**src/rtl/core/emv_pkg.sv**
```systemverilog
package emv_pkg;

  // Channel count and fixed field widths
  localparam int CHANNELS  = 2;
  localparam int ANGLE_W   = 12;
  localparam int TIMER_W   = 24;
  localparam int TURN_W    = 24;
  localparam int POS_W     = TURN_W + ANGLE_W;   // turns * 4096 + raw
  localparam int DMAG_W    = POS_W + 1;          // magnitude of a position change
  localparam int VEL_W     = 32;
  localparam int CFG_IDX_W = 2;

  // Multiply split: low and high slices of the position change
  localparam int LO_W      = 19;
  localparam int PP_LO_W   = LO_W + TIMER_W;
  localparam int PP_HI_W   = DMAG_W - LO_W + TIMER_W;
  localparam int PROD_W    = DMAG_W + TIMER_W;

  // Divider: two quotient bits per cycle
  localparam int DIV_STEPS = (PROD_W + 1) / 2;
  localparam int DIVD_W    = 2 * DIV_STEPS;
  localparam int DCNT_W    = $clog2(DIV_STEPS);

  // Queue between front and back
  localparam int QDEPTH    = 2;
  localparam int QPTR_W    = $clog2(QDEPTH);
  localparam int QCNT_W    = $clog2(QDEPTH + 1);

  localparam logic [TIMER_W-1:0] TIMER_MASK = {TIMER_W{1'b1}};
  localparam logic signed [TURN_W-1:0] TURN_MAX = {1'b0, {(TURN_W-1){1'b1}}};
  localparam logic signed [TURN_W-1:0] TURN_MIN = {1'b1, {(TURN_W-1){1'b0}}};

  localparam logic [DIVD_W-1:0] VEL_POS_LIM = DIVD_W'(64'h0000_0000_7FFF_FFFF);
  localparam logic [DIVD_W-1:0] VEL_NEG_LIM = DIVD_W'(64'h0000_0000_8000_0000);
  localparam logic [VEL_W-1:0]  VEL_POS_SAT = 32'h7FFF_FFFF;
  localparam logic [VEL_W-1:0]  VEL_NEG_SAT = 32'h8000_0000;

  // Configuration register indexes and reset values
  localparam logic [CFG_IDX_W-1:0] REG_WRAP_THRESHOLD = 2'd0;
  localparam logic [CFG_IDX_W-1:0] REG_TICK_RATE_HZ   = 2'd1;
  localparam logic [CFG_IDX_W-1:0] REG_MIN_INTERVAL   = 2'd2;

  localparam logic [ANGLE_W-1:0] WRAP_THRESHOLD_RST = 12'd3276;
  localparam logic [TIMER_W-1:0] TICK_RATE_RST      = 24'd9000000;
  localparam logic [TIMER_W-1:0] MIN_INTERVAL_RST   = 24'd900;

  // One classified item handed from front to back
  typedef struct packed {
    logic signed [POS_W-1:0] position;
    logic                    vel_en;
    logic                    neg;
    logic [DMAG_W-1:0]       dmag;
    logic [TIMER_W-1:0]      interval;
    logic                    clamped;
  } job_t;

endpackage

```
**src/rtl/core/encoder_multiturn_velocity.sv**
```systemverilog
// Front: capture (F_IDLE), turn and interval update (F_TURN), hand-off to the
// queue (F_DIFF, held while it is full); a new item is taken only after hand-off.
// Back: a velocity item passes B_MUL, B_SUM and the 2-bit-per-cycle divider B_DIV
// to B_DONE, a position-only item goes straight to B_DONE; both wait on the output.
// Reset (rst_n low, synchronous): channel state cleared, registers to defaults.
module encoder_multiturn_velocity import emv_pkg::*; (
  input  logic                    clk,
  input  logic                    rst_n,
  // input channel
  input  logic                    in_valid,
  output logic                    in_stall,
  input  logic                    in_mode,
  input  logic                    in_channel,
  input  logic [ANGLE_W-1:0]      in_raw_angle,
  input  logic [TIMER_W-1:0]      in_timer_value,
  // result channel
  output logic                    out_valid,
  input  logic                    out_stall,
  output logic signed [POS_W-1:0] out_position,
  output logic signed [VEL_W-1:0] out_velocity,
  output logic                    out_interval_clamped,
  output logic                    out_velocity_saturated,
  // configuration write channel
  input  logic                    cfg_valid,
  output logic                    cfg_ready,
  input  logic [CFG_IDX_W-1:0]    cfg_index,
  input  logic [TIMER_W-1:0]      cfg_data
);

  // Configuration registers. A write lands at once; write them only while
  // no item is in flight, so no item sees a register change halfway through.
  logic [ANGLE_W-1:0] wrap_threshold_r;
  logic [TIMER_W-1:0] tick_rate_hz_r;
  logic [TIMER_W-1:0] min_interval_r;

  logic push;
  logic pop;
  logic q_full;
  logic q_empty;
  job_t push_job;
  job_t pop_job;

  assign cfg_ready = 1'b1;

  always_ff @(posedge clk) begin
    if (!rst_n) begin
      wrap_threshold_r <= WRAP_THRESHOLD_RST;
      tick_rate_hz_r   <= TICK_RATE_RST;
      min_interval_r   <= MIN_INTERVAL_RST;
    end else if (cfg_valid && cfg_ready) begin
      case (cfg_index)
        REG_WRAP_THRESHOLD: wrap_threshold_r <= cfg_data[ANGLE_W-1:0];
        REG_TICK_RATE_HZ:   tick_rate_hz_r   <= cfg_data;
        REG_MIN_INTERVAL:   min_interval_r   <= cfg_data;
        default: ;  // drop writes beyond the register list
      endcase
    end
  end

  // Front: capture the item, advance the channel's turn count, measure the
  // timer interval and the position change, then hand a job to the queue.
  // All per-channel state is updated here, so the next item of the same
  // channel already sees it while the back is still dividing.
  emv_front u_front (
    .clk                (clk),
    .rst_n              (rst_n),
    .in_valid           (in_valid),
    .in_stall           (in_stall),
    .in_mode            (in_mode),
    .in_channel         (in_channel),
    .in_raw_angle       (in_raw_angle),
    .in_timer_value     (in_timer_value),
    .wrap_threshold     (wrap_threshold_r),
    .min_interval_ticks (min_interval_r),
    .push               (push),
    .push_job           (push_job),
    .q_full             (q_full)
  );

  // Short queue: lets the front take new items while the back divides.
  emv_queue u_queue (
    .clk      (clk),
    .rst_n    (rst_n),
    .push     (push),
    .push_job (push_job),
    .full     (q_full),
    .pop      (pop),
    .pop_job  (pop_job),
    .empty    (q_empty)
  );

  // Back: for a velocity item, change times tick rate (two partial products, then a sum),
  // divide by the interval two bits a cycle and saturate; hold every result in the output
  // register until the consumer takes it.
  emv_back u_back (
    .clk                    (clk),
    .rst_n                  (rst_n),
    .q_empty                (q_empty),
    .pop                    (pop),
    .pop_job                (pop_job),
    .tick_rate_hz           (tick_rate_hz_r),
    .out_valid              (out_valid),
    .out_stall              (out_stall),
    .out_position           (out_position),
    .out_velocity           (out_velocity),
    .out_interval_clamped   (out_interval_clamped),
    .out_velocity_saturated (out_velocity_saturated)
  );

endmodule

```
**src/rtl/core/emv_queue.sv**
```systemverilog
module emv_queue import emv_pkg::*; (
  input  logic clk,
  input  logic rst_n,
  input  logic push,
  input  job_t push_job,
  output logic full,
  input  logic pop,
  output job_t pop_job,
  output logic empty
);

  job_t              entry_r [QDEPTH];
  logic [QPTR_W-1:0] wr_ptr_r;
  logic [QPTR_W-1:0] rd_ptr_r;
  logic [QCNT_W-1:0] cnt_r;

  assign full    = (cnt_r == QCNT_W'(QDEPTH));
  assign empty   = (cnt_r == '0);
  assign pop_job = entry_r[rd_ptr_r];

  always_ff @(posedge clk) begin
    if (push) begin
      entry_r[wr_ptr_r] <= push_job;
    end
  end

  always_ff @(posedge clk) begin
    if (!rst_n) begin
      wr_ptr_r <= '0;
      rd_ptr_r <= '0;
      cnt_r    <= '0;
    end else begin
      if (push) begin
        wr_ptr_r <= (wr_ptr_r == QPTR_W'(QDEPTH - 1)) ? '0 : wr_ptr_r + 1'b1;
      end
      if (pop) begin
        rd_ptr_r <= (rd_ptr_r == QPTR_W'(QDEPTH - 1)) ? '0 : rd_ptr_r + 1'b1;
      end
      if (push && !pop) begin
        cnt_r <= cnt_r + 1'b1;
      end else if (pop && !push) begin
        cnt_r <= cnt_r - 1'b1;
      end
    end
  end

  a_no_push_full: assert property (@(posedge clk) disable iff (!rst_n) push |-> !full)
    else $error("queue written while full");
  a_no_pop_empty: assert property (@(posedge clk) disable iff (!rst_n) pop |-> !empty)
    else $error("queue read while empty");
  a_cnt_bound: assert property (@(posedge clk) disable iff (!rst_n)
    cnt_r <= QCNT_W'(QDEPTH))
    else $error("queue count out of range");

endmodule

```
**src/rtl/core/emv_front.sv**
```systemverilog
module emv_front import emv_pkg::*; (
  input  logic               clk,
  input  logic               rst_n,
  input  logic               in_valid,
  output logic               in_stall,
  input  logic               in_mode,
  input  logic               in_channel,
  input  logic [ANGLE_W-1:0] in_raw_angle,
  input  logic [TIMER_W-1:0] in_timer_value,
  input  logic [ANGLE_W-1:0] wrap_threshold,
  input  logic [TIMER_W-1:0] min_interval_ticks,
  output logic               push,
  output job_t               push_job,
  input  logic               q_full
);

  typedef enum logic [1:0] {F_IDLE, F_TURN, F_DIFF} fstate_t;

  fstate_t state_r;

  // Captured item
  logic               mode_r;
  logic               chan_r;
  logic [ANGLE_W-1:0] raw_r;
  logic [TIMER_W-1:0] timer_r;

  // Results of the turn step
  logic signed [TURN_W-1:0] turn_new_r;
  logic [TIMER_W-1:0]       interval_r;
  logic                     clamped_r;

  // Per-channel tracking state
  logic [ANGLE_W-1:0]       last_raw_r  [CHANNELS];
  logic signed [TURN_W-1:0] turn_r      [CHANNELS];
  logic [TIMER_W-1:0]       last_timer_r[CHANNELS];
  logic signed [POS_W-1:0]  last_pos_r  [CHANNELS];

  logic                     ch_ok;
  logic signed [ANGLE_W:0]  jump;
  logic [ANGLE_W-1:0]       jump_mag;
  logic                     wrap;
  logic signed [TURN_W-1:0] turn_nxt;
  logic [TIMER_W-1:0]       ivl_raw;
  logic                     clamp_nxt;
  logic [TIMER_W-1:0]       interval_nxt;
  logic signed [POS_W-1:0]  position;
  logic signed [DMAG_W-1:0] dv;
  logic [DMAG_W-1:0]        dmag;

  assign ch_ok    = (int'(chan_r) < CHANNELS);
  assign in_stall = (state_r != F_IDLE);
  assign push     = (state_r == F_DIFF) && !q_full;

  // Turn tracking and timer interval
  always_comb begin
    jump     = $signed({1'b0, raw_r}) - $signed({1'b0, last_raw_r[chan_r]});
    jump_mag = jump[ANGLE_W] ? ANGLE_W'(-jump) : jump[ANGLE_W-1:0];
    wrap     = (jump_mag > wrap_threshold);
    turn_nxt = turn_r[chan_r];
    if (wrap && !jump[ANGLE_W]) begin
      if (turn_r[chan_r] != TURN_MIN) turn_nxt = turn_r[chan_r] - 1'b1;
    end else if (wrap) begin
      if (turn_r[chan_r] != TURN_MAX) turn_nxt = turn_r[chan_r] + 1'b1;
    end

    if (timer_r < last_timer_r[chan_r]) begin
      ivl_raw = last_timer_r[chan_r] - timer_r;
    end else begin
      ivl_raw = (TIMER_MASK - timer_r) + last_timer_r[chan_r];
    end
    clamp_nxt    = (ivl_raw < min_interval_ticks);
    interval_nxt = clamp_nxt ? min_interval_ticks : ivl_raw;
    if (interval_nxt == '0) interval_nxt = TIMER_W'(1);
  end

  // Position and change since the last velocity update
  always_comb begin
    position = $signed({turn_new_r, raw_r});
    dv       = $signed({position[POS_W-1], position})
             - $signed({last_pos_r[chan_r][POS_W-1], last_pos_r[chan_r]});
    dmag     = dv[DMAG_W-1] ? DMAG_W'(-dv) : DMAG_W'(dv);

    push_job = '0;
    if (ch_ok) begin
      push_job.position = position;
      push_job.vel_en   = mode_r;
      push_job.neg      = dv[DMAG_W-1];
      push_job.dmag     = dmag;
      push_job.interval = interval_r;
      push_job.clamped  = mode_r & clamped_r;
    end
  end

  always_ff @(posedge clk) begin
    if (!rst_n) begin
      state_r <= F_IDLE;
      for (int i = 0; i < CHANNELS; i++) begin
        last_raw_r[i]   <= '0;
        turn_r[i]       <= '0;
        last_timer_r[i] <= '0;
        last_pos_r[i]   <= '0;
      end
    end else begin
      case (state_r)
        F_IDLE: begin
          if (in_valid) begin
            mode_r  <= in_mode;
            chan_r  <= in_channel;
            raw_r   <= in_raw_angle;
            timer_r <= in_timer_value;
            state_r <= F_TURN;
          end
        end
        F_TURN: begin
          turn_new_r <= turn_nxt;
          interval_r <= interval_nxt;
          clamped_r  <= clamp_nxt;
          if (ch_ok) begin
            last_raw_r[chan_r] <= raw_r;
            turn_r[chan_r]     <= turn_nxt;
          end
          state_r <= F_DIFF;
        end
        F_DIFF: begin
          if (!q_full) begin
            if (ch_ok && mode_r) begin
              last_timer_r[chan_r] <= timer_r;
              last_pos_r[chan_r]   <= position;
            end
            state_r <= F_IDLE;
          end
        end
        default: state_r <= F_IDLE;
      endcase
    end
  end

endmodule

```
**src/rtl/core/emv_back.sv**
```systemverilog
module emv_back import emv_pkg::*; (
  input  logic                    clk,
  input  logic                    rst_n,
  input  logic                    q_empty,
  output logic                    pop,
  input  job_t                    pop_job,
  input  logic [TIMER_W-1:0]      tick_rate_hz,
  output logic                    out_valid,
  input  logic                    out_stall,
  output logic signed [POS_W-1:0] out_position,
  output logic signed [VEL_W-1:0] out_velocity,
  output logic                    out_interval_clamped,
  output logic                    out_velocity_saturated
);

  typedef enum logic [2:0] {B_IDLE, B_MUL, B_SUM, B_DIV, B_DONE} bstate_t;

  bstate_t state_r;
  job_t    job_r;

  logic [PP_LO_W-1:0] pp_lo_r;
  logic [PP_HI_W-1:0] pp_hi_r;
  logic [DIVD_W-1:0]  dq_r;
  logic [TIMER_W-1:0] rem_r;
  logic [DCNT_W-1:0]  cnt_r;

  logic                    out_valid_r;
  logic signed [POS_W-1:0] out_position_r;
  logic signed [VEL_W-1:0] out_velocity_r;
  logic                    out_clamped_r;
  logic                    out_sat_r;

  logic [TIMER_W:0]   s1;
  logic [TIMER_W:0]   s2;
  logic [DIVD_W-1:0]  dq_nxt;
  logic [TIMER_W-1:0] rem_nxt;
  logic [PROD_W-1:0]  prod;
  logic [VEL_W-1:0]   vel_nxt;
  logic               sat_nxt;
  logic               out_free;
  logic               out_load;

  // One restoring step: {quotient bit, remainder}
  function automatic logic [TIMER_W:0] div_step(input logic [TIMER_W-1:0] rem,
                                                input logic b,
                                                input logic [TIMER_W-1:0] d);
    logic [TIMER_W:0] t;
    t = {rem, b};
    if (t >= {1'b0, d}) begin
      div_step = {1'b1, TIMER_W'(t - {1'b0, d})};
    end else begin
      div_step = {1'b0, t[TIMER_W-1:0]};
    end
  endfunction

  assign pop      = (state_r == B_IDLE) && !q_empty;
  assign out_free = !out_valid_r || !out_stall;
  assign out_load = (state_r == B_DONE) && out_free;

  always_comb begin
    s1      = div_step(rem_r, dq_r[DIVD_W-1], job_r.interval);
    s2      = div_step(s1[TIMER_W-1:0], dq_r[DIVD_W-2], job_r.interval);
    rem_nxt = s2[TIMER_W-1:0];
    dq_nxt  = {dq_r[DIVD_W-3:0], s1[TIMER_W], s2[TIMER_W]};
    prod    = PROD_W'(pp_lo_r) + (PROD_W'(pp_hi_r) << LO_W);
  end

  // Saturate the quotient to the signed 32-bit range
  always_comb begin
    vel_nxt = '0;
    sat_nxt = 1'b0;
    if (job_r.vel_en) begin
      if (job_r.neg) begin
        if (dq_r > VEL_NEG_LIM) begin
          vel_nxt = VEL_NEG_SAT;
          sat_nxt = 1'b1;
        end else begin
          vel_nxt = VEL_W'(-dq_r[VEL_W-1:0]);
        end
      end else begin
        if (dq_r > VEL_POS_LIM) begin
          vel_nxt = VEL_POS_SAT;
          sat_nxt = 1'b1;
        end else begin
          vel_nxt = dq_r[VEL_W-1:0];
        end
      end
    end
  end

  always_ff @(posedge clk) begin
    if (!rst_n) begin
      state_r     <= B_IDLE;
      out_valid_r <= 1'b0;
    end else begin
      if (out_load) begin
        out_valid_r <= 1'b1;
      end else if (out_valid_r && !out_stall) begin
        out_valid_r <= 1'b0;
      end
      case (state_r)
        B_IDLE: begin
          if (!q_empty) begin
            job_r   <= pop_job;
            state_r <= pop_job.vel_en ? B_MUL : B_DONE;
          end
        end
        B_MUL: begin
          pp_lo_r <= job_r.dmag[LO_W-1:0] * tick_rate_hz;
          pp_hi_r <= job_r.dmag[DMAG_W-1:LO_W] * tick_rate_hz;
          state_r <= B_SUM;
        end
        B_SUM: begin
          dq_r    <= DIVD_W'(prod);
          rem_r   <= '0;
          cnt_r   <= '0;
          state_r <= B_DIV;
        end
        B_DIV: begin
          dq_r  <= dq_nxt;
          rem_r <= rem_nxt;
          cnt_r <= cnt_r + 1'b1;
          if (cnt_r == DCNT_W'(DIV_STEPS - 1)) state_r <= B_DONE;
        end
        B_DONE: begin
          if (out_free) begin
            out_position_r <= job_r.position;
            out_velocity_r <= vel_nxt;
            out_clamped_r  <= job_r.clamped;
            out_sat_r      <= sat_nxt;
            state_r        <= B_IDLE;
          end
        end
        default: state_r <= B_IDLE;
      endcase
    end
  end

  assign out_valid              = out_valid_r;
  assign out_position           = out_position_r;
  assign out_velocity           = out_velocity_r;
  assign out_interval_clamped   = out_clamped_r;
  assign out_velocity_saturated = out_sat_r;

  a_sat_extreme: assert property (@(posedge clk) disable iff (!rst_n)
    (out_valid_r && out_sat_r) |->
      (out_velocity_r == VEL_POS_SAT || out_velocity_r == VEL_NEG_SAT))
    else $error("saturation flag without limit velocity");

endmodule

```
**config.mk**
```make
export PLATFORM = sky130hd
export DESIGN_NAME = encoder_multiturn_velocity
export DESIGN_NICKNAME = d
export VERILOG_FILES = /design/src/rtl/core/emv_pkg.sv /design/src/rtl/core/encoder_multiturn_velocity.sv /design/src/rtl/core/emv_queue.sv /design/src/rtl/core/emv_front.sv /design/src/rtl/core/emv_back.sv
export SDC_FILE = /design/constraint.sdc
export NUM_CORES = 2
export LEC_CHECK = 0
export ABC_AREA = 0
export BUFFER_PORTS_ARGS = -buffer_cell sky130_fd_sc_hd__buf_4
export CAP_MARGIN = 20
export CORE_AREA = 2 2 426 597
export DETAILED_ROUTE_END_ITERATION = 12
export DIE_AREA = 0 0 428 599
export PLACE_DENSITY = 0.46
export SYNTH_ARGS = -nofsm -noshare
export SYNTH_HDL_FRONTEND = slang
export SYNTH_HIERARCHICAL = 1
export SYNTH_SLANG_ARGS = --single-unit
```
**constraint.sdc**
```tcl
create_clock -name clk -period 36.3 [get_ports clk]
set_input_delay 7.26 -clock clk [delete_from_list [all_inputs] [get_ports clk]]
set_output_delay 7.26 -clock clk [all_outputs]
set_load 0.005 [all_outputs]
```
**Word-level counts from Yosys, hierarchy flattened**

Memory sizes are Yosys's and may differ from the RTL's. A register that Yosys moved wholly into a read port is not among the register bits.
Index checks and enable logic that the tools add are counted.

- Input port bits: 69
- Memories: 5
- Register bits after elaboration: 503
- RAM bits: 392
- Logic and storage cells: 183
- Output and inout port bits: 73

Memories:

| name | words | bits a word | read ports | clocked after memory_dff | write ports | line | text |
|---|---|---|---|---|---|---|---|
| u_queue.entry_r | 2 | 100 | 1 | 1 | 1 | emv_queue.sv:12 | `job_t entry_r [QDEPTH];` |
| u_front.last_pos_r | 2 | 36 | 1 | 1 | 2 | emv_front.sv:36 | `logic signed [POS_W-1:0] last_pos_r [CHANNELS];` |
| u_front.last_timer_r | 2 | 24 | 1 | 1 | 2 | emv_front.sv:35 | `logic [TIMER_W-1:0] last_timer_r[CHANNELS];` |
| u_front.turn_r | 2 | 24 | 1 | 1 | 2 | emv_front.sv:34 | `logic signed [TURN_W-1:0] turn_r [CHANNELS];` |
| u_front.last_raw_r | 2 | 12 | 1 | 1 | 2 | emv_front.sv:33 | `logic [ANGLE_W-1:0] last_raw_r [CHANNELS];` |

- Magnitude comparators: 7
- Bitwise logic cells: 2
- Add/subtract/negate cells: 18
- Multiplexer cells: 62
- $mul: 2
- Reductions and logical operators: 39
- Equal/unequal tests: 17

Operators with widths:

| kind | count |
|---|---|
| $mux 24 | 8 |
| $pmux 62 s2 | 1 |
| $mux 32 | 3 |
| $sub 24x24->24 | 3 |
| $gt 62x31->1 const B | 1 |
| $gt 62x32->1 const B | 1 |
| $add 43x61->61 | 1 |
| $ge 25x24->1 | 2 |
| $mux 25 | 2 |
| $lt 24x24->1 | 2 |
| $ne 24x24->1 const B | 2 |
| $pmux 24 s2 | 1 |
| $reduce_or 24->1 | 2 |
| $mul 19x24->43 | 1 |
| $mul 18x24->42 | 1 |
| $mux 37 | 1 |
| $neg 37->37 | 1 |
| $sub 36x36->37 | 1 |
| $mux 36 | 1 |
| $reduce_or 36->1 | 1 |
| $mux 1 | 32 |
| $neg 32->32 | 1 |
| $add 24x1->24 const B | 1 |
| $add 24x24->24 | 1 |
| 35 further kinds | 76 |

**Depth between registers and ports, before layout**

- Depth after elaboration: 7
- Mapped depth: 36
- Mapped depth without buffers: 27

**By module**

The synthesis kept the hierarchy.

Modules (own cells, without submodules):

| module | seq. area each (µm²) | cells an instance | area an instance (µm²) | times used |
|---|---|---|---|---|
| emv_back | 10,470.0 | 4,729 | 45,242.1 | 1 |
| emv_front | 8,438.1 | 1,941 | 19,762.7 | 1 |
| emv_queue | 6,105.9 | 333 | 7,470.9 | 1 |
| encoder_multiturn_velocity | 1,201.2 | 243 | 2,423.6 | 1 |

**Worst setup path before layout**

No wires, ideal clock.

- Kind: input port to flip-flop
- From: input port rst_n
- To: register u_back.pp_hi_r[0], enable pin
- Path slack: 19,497 ps
- Arrival: 16,036 ps
- Library setup time: 767 ps
- Required time: 35,533 ps
- Buffers on the path: 0
- Cell stages on the path: 2
- Cell sequence: inv_1 nor4b_1

- Word-level cells in the longest chain between the ends: 1

Ends and longest elaborated chain:

| item | line | text |
|---|---|---|
| start, declared | encoder_multiturn_velocity.sv:8 | `input logic rst_n,` |
| $reduce_and 2->1 (no source line) | -- |  |
| end signal, assigned | emv_back.sv:110 | `pp_hi_r <= job_r.dmag[DMAG_W-1:LO_W] * tick_rate_hz;` |
| end, declared | emv_back.sv:22 | `logic [PP_HI_W-1:0] pp_hi_r;` |

No other way between the ends.
A chain may end at the register's enable or synchronous reset.

==> results.cfg <==
[timing]
clock.fmax_mhz = 102
worstMarginPinSlew_ns = 1.22
relSlewSlack_pct = 18.4
rsz0062_at_grt = no
period_share_pct = 26.9
setup_violations = 0
drv_slew = 0
fin_crit_ns = 9.77
setup_tns_ns = 0
fin_skew_ns = 0.0598
finalHoldViolations = 0

[logic_synthesis]
synth_area_per_cell_sq_um = 10.3
yosys.area.top_type = edfxtp_1
yosysWarnings = 6
syn_nets = 8480
syn_inst = 7246
yosysTopAreaCellShare_pct = 33.1
synth_cell_types = 108
synthArstFlopShare_pct = 0
synth_enable_flop_cells = 825
synth_top_flop_cell = edfxtp_1
syn_area_sq_um = 74900
ys_ff_latch = 897
ys_seq_area_share_pct = 35.0
synth_area_leaders = edfxtp_1 (33%), fa_1 (20%), ha_1 (7.2%)

[pwr]
peakVddDrop_v = 0.000203
p_leak_nw = 35.5
power_per_cell_area_nw_per_um2 = 96.9

[grt]
grt_max_degree = 97
grt_pass1_vias = 55048
track_usage_pct = 16.4
grt_pass1_wl_um = 328000
grt_overflow = 0
antenna_found_initial = 15

[flow_run]
cap_violations = 0

[layout]
fin_area_sq_um = 82900
nFillCells = 25593
nets = 8501
syn_to_final_growth_pct = 10.7
drive_gt1_share_pct = 8.60

[clock_network]
clkTransAtPathRegs_ns = 0.06
postCtsSetupBuffers = 0
numCtsBuffers = 99
cts-root-buf = clkbuf_16
tritoncts = built
clk_latency_ns = 0.75
ctsLongestPathBuffers = 3
h-tree-depth = 3
cts_hold_buf = 0
cts_resized = 0
clock_sinks = 897

[floorplan]
core_sq_um = 251000
num_rows = 218
die_w_um = 428
start_util_pct = 29.8
die_y_um = 599
io_pins = 142
dieArea_sq_um = 256000

[worst_setup_path]
reg2reg_depth = 26
cp.arrival_ns = 10.16
r2r_setup_slack_ns = 27.32
path_class = input pin to flip-flop
cp.required_ns = 36.69
critPathCaptureType = flip-flop
worstReg2RegEnd = u_front/turn_r[0][3]$_SDFFCE_PN0P_
path_max_fanout = 44
startpoint_type = input pin

[routing]
routed_wl_um = 212000
wl_per_cell_um = 19.9
drtAntennaViolNets = 0
first_pass_iters = 5
drc = 0
route.vias.total = 51678
vias_per_cell = 4.85
initialDrtViolationCount = 2699

[run_status]
status = finished clean

[hold_path]
min_from = u_back/job_r[66]$_DFFE_PP_
hold_class = flip-flop to flip-flop
hold_end = u_back/out_position[2]$_DFFE_PP_
hold_path_depth = 0

[placement]
gp_congestion = 0.853
portBuffers = 140
place_area_sq_um = 79600
dp_hpwl_um = 157000
[area by class of cell]
class	instances	area [sq um]	area share [%]
timing repair buffer	252	2000	2.41
antenna	7	17.5	0.0211
multi-input combinational	4942	43300	52.2
tap	3300	4130	4.98
sequential	897	26200	31.6
clock buffer	124	2600	3.14
clock inverter	58	682	0.822
inverter	1075	4040	4.86
[logic make-up (layout without fill, tap and decap cells)]
| kind of cell | Yosys count | after routing | share of synthesized area (%) |
|---|---|---|---|
| AO/OA/AOI/OAI | 992 | 992 | 8.51 |
| XOR/XNOR | 260 | 260 | 3.04 |
| adder cells (fa/ha/maj) | 1165 | 1165 | 26.8 |
| buffers and inverters | 1407 | 1509 | 7.34 |
| flip-flops | 897 | 897 | 35.0 |
| multiplexers | 304 | 304 | 4.32 |
| other | 1 | 8 | 0.00501 |
| AND/OR/NAND/NOR | 2220 | 2220 | 15.0 |
[worst max-delay path, cell delays in order]
cell	delay, ns
buf_4	0.39
and3b_2	0.26
buf_4	0.51
nand2b_1	0.48
nand2_1	0.69
buf_4	0.47
[routing by layer]
| layer | part of all wire, % | GRT usage, % | wire [um] | up-vias |
|---|---|---|---|---|
| li1 | - | - | - | 24138 |
| met1 | 41 | 19.6 | 86000 | 26087 |
| met2 | 51 | 30.2 | 109000 | 1110 |
| met3 | 4.2 | 1.98 | 8930 | 331 |
| met4 | 3.7 | 5.94 | 7750 | 12 |
| met5 | 0.035 | 0 | 74 | - |
[registers in the layout, summed over array words and instances (netlist names), 32 cells and up, named ones only]
name	count
u_back/pp_hi_r	42
u_back/pp_lo_r	43
u_front/turn_r	48
u_back/dq_r	62
u_front/last_timer_r	48
u_back/job_r	100
u_queue/entry_r	200
u_back/out_position	36
u_back/out_velocity	32
u_front/last_pos_r	72
[where the power goes]
part | switching (mW) | total [mW] | leakage (nW) | internal (mW)
Sequential | 0.0757 | 1.57 | 8.35 | 1.49
Clock | 0.434 | 1.02 | 1.57 | 0.584
Combinational | 3.48 | 5.45 | 25.6 | 1.97
[cells in the mapped netlist (83+ instances only)]
| library cell | count |
|---|---|
| a21o_1 | 123 |
| o21ai_0 | 207 |
| inv_1 | 1075 |
| mux2i_1 | 154 |
| fa_1 | 732 |
| and2_1 | 484 |
| xnor2_1 | 177 |
| edfxtp_1 | 825 |
| nand2_1 | 904 |
| ha_1 | 433 |
| clkbuf_1 | 267 |
| mux2_2 | 149 |
| xor2_1 | 83 |
| nor2_1 | 209 |
| a21oi_1 | 296 |
| and3_1 | 107 |
[worst max path at each step]
stage,from,endpoint,depth (start not counted)
floorplan,rst_n,u_back/pp_hi_r[0]$_DFFE_PP_,2
global placement,rst_n,u_front/last_raw_r[0][1]$_SDFFCE_PN0P_,6
detailed placement,rst_n,u_front/last_raw_r[0][1]$_SDFFCE_PN0P_,6
CTS,rst_n,u_front/last_raw_r[0][1]$_SDFFCE_PN0P_,6
global route,rst_n,u_front/last_raw_r[0][4]$_SDFFCE_PN0P_,6
finish,rst_n,u_front/last_raw_r[0][5]$_SDFFCE_PN0P_,6
[per-stage QoR]
stage	utilization (%)	power [mW]	hold slack, ns	cells	setup slack [ns]
final	33.0	8.04	0.402	10655	26.53
after CTS	33.0	8.24	0.398	10645	26.50
after global routing	33.0	8.73	0.412	10649	26.32
after global placement	31.6	7.14	0.407	10457	25.77
after floorplan	-	5.16	0.400	7246	19.50
after detailed placement	31.7	7.17	0.406	10463	25.69
[layout by cell type (no fill, tap or decap), types with 42 or more instances in the layout]
cell	synthesis	routed
nand4_1	42	42
a21o_1	123	123
inv_1	1075	1075
nor4_1	43	43
a21oi_1	296	295
nor2_1	209	207
mux2i_1	154	154
nand2b_1	45	44
a31oi_1	57	57
xor2_1	83	83
dfxtp_1	72	70
edfxtp_1	825	825
fa_1	732	732
and2_1	484	482
nand3_1	77	77
mux2_2	149	149
o21ai_0	207	207
ha_1	433	433
buf_4	13	243
clkbuf_16	0	100
xnor2_1	177	177
nor3_1	80	80
nor2b_1	62	59
nand2_1	904	904
o21a_1	42	42
and3_1	107	106
(Power assumes the default switching activity.)
